**src/hdl/cbpf_pkg.sv**
```systemverilog
package cbpf_pkg;

  localparam int TABLE_DEPTH = 4096;
  localparam int MAX_DIM = 4096;

  localparam int TABLE_AW = $clog2(TABLE_DEPTH);
  localparam int COL_W = $clog2(MAX_DIM);
  localparam int DIM_W = 13;
  localparam int POS_W = 12;
  localparam int IDX_W = 24;
  localparam int CH_W = 8;
  localparam int CFG_IDX_W = 3;

  localparam logic [DIM_W-1:0] DIM_MAX = DIM_W'(MAX_DIM);
  localparam logic [DIM_W-1:0] DIM_ONE = DIM_W'(1);

  // Blend quotient x / 1275 is taken as (x * BLEND_MUL) >> BLEND_SHIFT, exact for x < 2^18.
  localparam int BLEND_SHIFT = 28;
  localparam logic [17:0] BLEND_MUL = 18'd210538;
  localparam logic [17:0] BLEND_ROUND = 18'd637;
  localparam logic [CH_W-1:0] WHITE_PART = 8'd102;
  localparam logic [CH_W-1:0] ALPHA_OPAQUE = 8'hFF;

  typedef enum logic [CFG_IDX_W-1:0] {
    REG_IMAGE_WIDTH = 3'd0,
    REG_BAR_LEFT    = 3'd1,
    REG_BAR_BOTTOM  = 3'd2,
    REG_BAR_WIDTH   = 3'd3,
    REG_BAR_HEIGHT  = 3'd4,
    REG_HORIZONTAL  = 3'd5
  } reg_index_t;

  typedef struct packed {
    logic             draw;
    logic [IDX_W-1:0] word;
    logic [COL_W-1:0] rem;
    logic [31:0]      rgba;
  } stage_t;

  typedef struct packed {
    logic [DIM_W-1:0] image_width;
    logic [POS_W-1:0] bar_left;
    logic [POS_W-1:0] bar_bottom;
    logic [DIM_W-1:0] bar_width;
    logic [DIM_W-1:0] bar_height;
    logic             horizontal;
  } cfg_t;

  typedef struct packed {
    logic [IDX_W-1:0] offset;
    logic [CH_W-1:0]  red;
    logic [CH_W-1:0]  green;
    logic [CH_W-1:0]  blue;
  } result_t;

endpackage

```
**src/hdl/cbpf_div_cell.sv**
```systemverilog
module cbpf_div_cell (
  input  logic                            clk,
  input  logic                            rst,
  input  logic                            en,
  input  logic [cbpf_pkg::DIM_W-1:0]      divisor,
  input  logic                            din_valid,
  input  cbpf_pkg::stage_t                din,
  output logic                            dout_valid,
  output cbpf_pkg::stage_t                dout
);

  logic [cbpf_pkg::COL_W:0]   trial;
  logic                       fits;
  logic [cbpf_pkg::COL_W:0]   diff;
  cbpf_pkg::stage_t           step;
  logic                       valid;
  cbpf_pkg::stage_t           data;

  always_comb begin
    trial = {din.rem, din.word[cbpf_pkg::IDX_W-1]};
    fits = ({1'b0, trial} >= {1'b0, divisor});
    diff = trial - divisor;
    step = din;
    if (din.draw) begin
      step.word = {din.word[cbpf_pkg::IDX_W-2:0], fits};
      step.rem = fits ? diff[cbpf_pkg::COL_W-1:0] : trial[cbpf_pkg::COL_W-1:0];
    end
  end

  always_ff @(posedge clk) begin
    if (rst) begin
      valid <= 1'b0;
    end else if (en) begin
      valid <= din_valid;
    end
  end

  always_ff @(posedge clk) begin
    if (en) begin
      data <= step;
    end
  end

  assign dout_valid = valid;
  assign dout = data;

endmodule

```
**config.mk**
```make
export PLATFORM = sky130hd
export DESIGN_NAME = cbpf_div_cell
export DESIGN_NICKNAME = d
export VERILOG_FILES = /design/src/hdl/cbpf_pkg.sv /design/src/hdl/cbpf_div_cell.sv
export SDC_FILE = /design/constraint.sdc
export NUM_CORES = 1
export LEC_CHECK = 0
export ABC_AREA = 0
export BUFFER_PORTS_ARGS = -buffer_cell sky130_fd_sc_hd__buf_2
export CAP_MARGIN = 10
export CORE_MARGIN = 2
export CORE_UTILIZATION = 47
export DETAILED_ROUTE_END_ITERATION = 7
export PLACE_DENSITY = 0.8
export SLEW_MARGIN = 15
export SYNTH_ARGS = -nofsm -noshare
export SYNTH_HDL_FRONTEND = slang
export SYNTH_SLANG_ARGS = --single-unit
```
**constraint.sdc**
```tcl
create_clock -name clk -period 3.29 [get_ports clk]
set_clock_uncertainty 0.2 [all_clocks]
set_input_delay 0.658 -clock clk [delete_from_list [all_inputs] [get_ports clk]]
set_output_delay 0.658 -clock clk [all_outputs]
set_load 0.05 [all_outputs]
```
==> results_dict.tcl <==
set metrics [dict create \
    first_global_vias 2516 \
    path_delay_family "compound AO/OA/AOI/OAI gates" \
    grt_usage 0.210 \
    synth_area_mm2 0.00344 \
    drv_slew 0 \
    worstPathArrival_ns 2.57 \
    drt_wl_total_mm 8.47 \
    status "completed" \
    maxCapViolCount 0 \
    layout_setup_ws_ns 0.619 \
    clockPowerShare 0.269 \
    clk_latency_ns 0.33 \
    overflow 0 \
    ys_seq_elements 70 \
    ys_types 54 \
    synthCells 253 \
    cts_tree "yes" \
    clk_pin_slew_ns 0.09 \
    cpMaxStageDelayCell "a21o_2" \
    fin_nets 513 \
    core_area_mm2 0.00718 \
    synthArstFlopShare 0 \
    clockBufferDepth 2 \
    root_buffer "clkbuf_8" \
    final-setup-viol-count 0 \
    io_pins 156 \
    rsz0062_at_grt "no" \
    cts_resized 0 \
    max_stage_delay_ns 0.34 \
    endpoint_kind "register" \
    firstDrtPassIters 4 \
    required_ns 3.19 \
    initial_core_util 0.479 \
    crit_type "input port to register" \
    power_frac_comb 0.277 \
    cts_setup_buffers 0 \
    cts.sinks 70 \
    syn_nets 353 \
    irDropWorstVdd_uv 233 \
    cts_max_level 3 \
    leakage_nw 1.96 \
    antenna_found_initial 0 \
    path_max_fanout 11 \
    tns_ns 0 \
    synth_edf_count 69 \
    dp_hpwl_mm 6.49 \
    min_period_ns 2.67 \
    place.gp.congestion 0.934 \
    max_freq_ghz 0.374 \
    p_sw_mw 0.854 \
    drtIter0Drc 125 \
    die_area_mm2 0.00801 \
    synth_area_per_cell_um2 13.6 \
    ant_nets 0 \
    vias 2688 \
    final_cell_mix "buf_2 (155), edfxtp_1 (69), mux2_2 (22)" \
    numCtsBuffers 9 \
    slew_headroom 0.549 \
    syn_to_final_growth_pct 30.7 \
    yosysSeqAreaShare 0.609 \
    drcViolationCount 0 \
    path_cells "buf_2 -> inv_1 -> ha_1 -> nor2b_4 -> o31a_1 -> o31ai_4 -> a21o_2 -> nand2_1 -> a31o_2" \
    grt_max_degree 32 \
    pwr-share-seq 0.454 \
    crit_buf_inv 2 \
    powerDensity_mw_per_mm2 535 \
    fin_cells 517 \
    grt_pass1_wl_mm 12.4 \
    dp_slack_ns 0.279 \
    swShare 0.355 \
    layout-drive-gt1-share 0.498 \
    wl_per_cell_um 16.4 \
    vias_per_cell 5.20 \
    placement.io_buffers 155 \
    place_inst 501 \
    p_int_mw 1.55 \
    rows 31 \
    yosysWarningCount 0 \
    hold_class "input port to register" \
    critPathLaunchType "input port" \
    worstMarginPinSlew_ns 0.677 \
    die_h_um 89.5 \
    die_w_um 89.5 \
    layout_commonest_cell "buf_2" \
    hold_viol_final 0 \
    postCtsHoldBufs 0 \
    fin_crit_sh 0.812 \
    antennaDiodeCount 0 \
    ys.flop_type "edfxtp_1" \
]
-- synth_stat cells (2+ instances only) --
cell type,n,area share
a21o_1,4,0.0087
a21oi_1,10,0.015
a31oi_1,7,0.013
buf_2,2,0.0029
buf_6,3,0.0098
clkbuf_4,2,0.0044
edfxtp_1,69,0.60
ha_1,13,0.047
inv_1,19,0.021
mux2_2,22,0.072
mux2i_1,4,0.012
nand2_1,9,0.0098
nand3_1,8,0.012
nand3b_1,3,0.0066
nand4_1,6,0.011
nor2_1,14,0.015
nor2b_1,2,0.0036
nor3_1,2,0.0029
o21a_1,3,0.0066
o21ai_0,8,0.012
o21ai_1,2,0.0029
o221ai_1,3,0.0076
o311ai_1,2,0.0051
or2_2,2,0.0036
xnor2_1,4,0.010
xor2_1,2,0.0051
-- per-stage QoR --
stage | cell area (µm²) | total power [mW] | hold WS [ns] | util
2_1_floorplan | 3440 | 1.59 | 0.530 | -
3_3_place_gp | 4310 | 1.77 | 0.283 | 0.600
3_5_place_dp | 4310 | 1.78 | 0.293 | 0.600
4_1_cts | 4490 | 2.43 | 0.258 | 0.626
5_1_grt | 4490 | 2.52 | 0.256 | 0.626
6_report | 4490 | 2.40 | 0.283 | 0.626
-- worst register-to-register path: cells and delay by family (launching register included) --
family	cells	cell delay (ns)
multiplexers	1	0.13
AND/OR/NAND/NOR	1	0.05
flip-flops	1	0.31
-- registers in the layout, summed over array words and instances (netlist names) --
signal and flops:
dout_valid 1, dout 69
-- power by group through the flow --
stage | Combinational [mW] | Clock, mW | Sequential [mW]
floorplan | 0.188 | 0 | 1.40
global placement | 0.657 | 0 | 1.11
detailed placement | 0.665 | 0 | 1.11
CTS | 0.666 | 0.669 | 1.09
global route | 0.709 | 0.710 | 1.10
finish | 0.666 | 0.648 | 1.09
-- path summary, 6_finish.rpt --
check                           cells past startpoint  slack (ns)                 endpoint                    start
worst max-delay path                                9        0.62       dout[40]$_DFFE_PP_               divisor[1]
worst min-delay path                                1        0.28       dout[30]$_DFFE_PP_                  din[30]
worst max register to register                      2        2.50  dout_valid$_SDFFE_PP0P_  dout_valid$_SDFFE_PP0P_
worst min register to register                      2        0.31  dout_valid$_SDFFE_PP0P_  dout_valid$_SDFFE_PP0P_
-- layout make-up --
cell class	instances	area, µm²
Fill cell	612	2690
Sequential cell	70	2090
Multi-Input combinational cell	153	1200
Timing Repair Buffer	159	818
Clock buffer	9	124
Tap cell	99	124
Inverter	20	75.1
Clock inverter	7	61.3
-- metal layers --
metal	part of all wire	track usage
met5	0	0
met4	0.0085	0.0855
met3	0.088	0.0545
met2	0.50	0.354
met1	0.40	0.256
-- logic make-up after synthesis --
logic type	share of synthesized area
and+or+nand+nor	0.0815
adders and majority gates	0.0532
DFF	0.609
muxes	0.0837
AOI/OAI and AO/OA	0.114
xor gates and xnor gates	0.0153
buffers and inverters	0.0433
No activity file was read; power rests on OpenSTA's default activity.
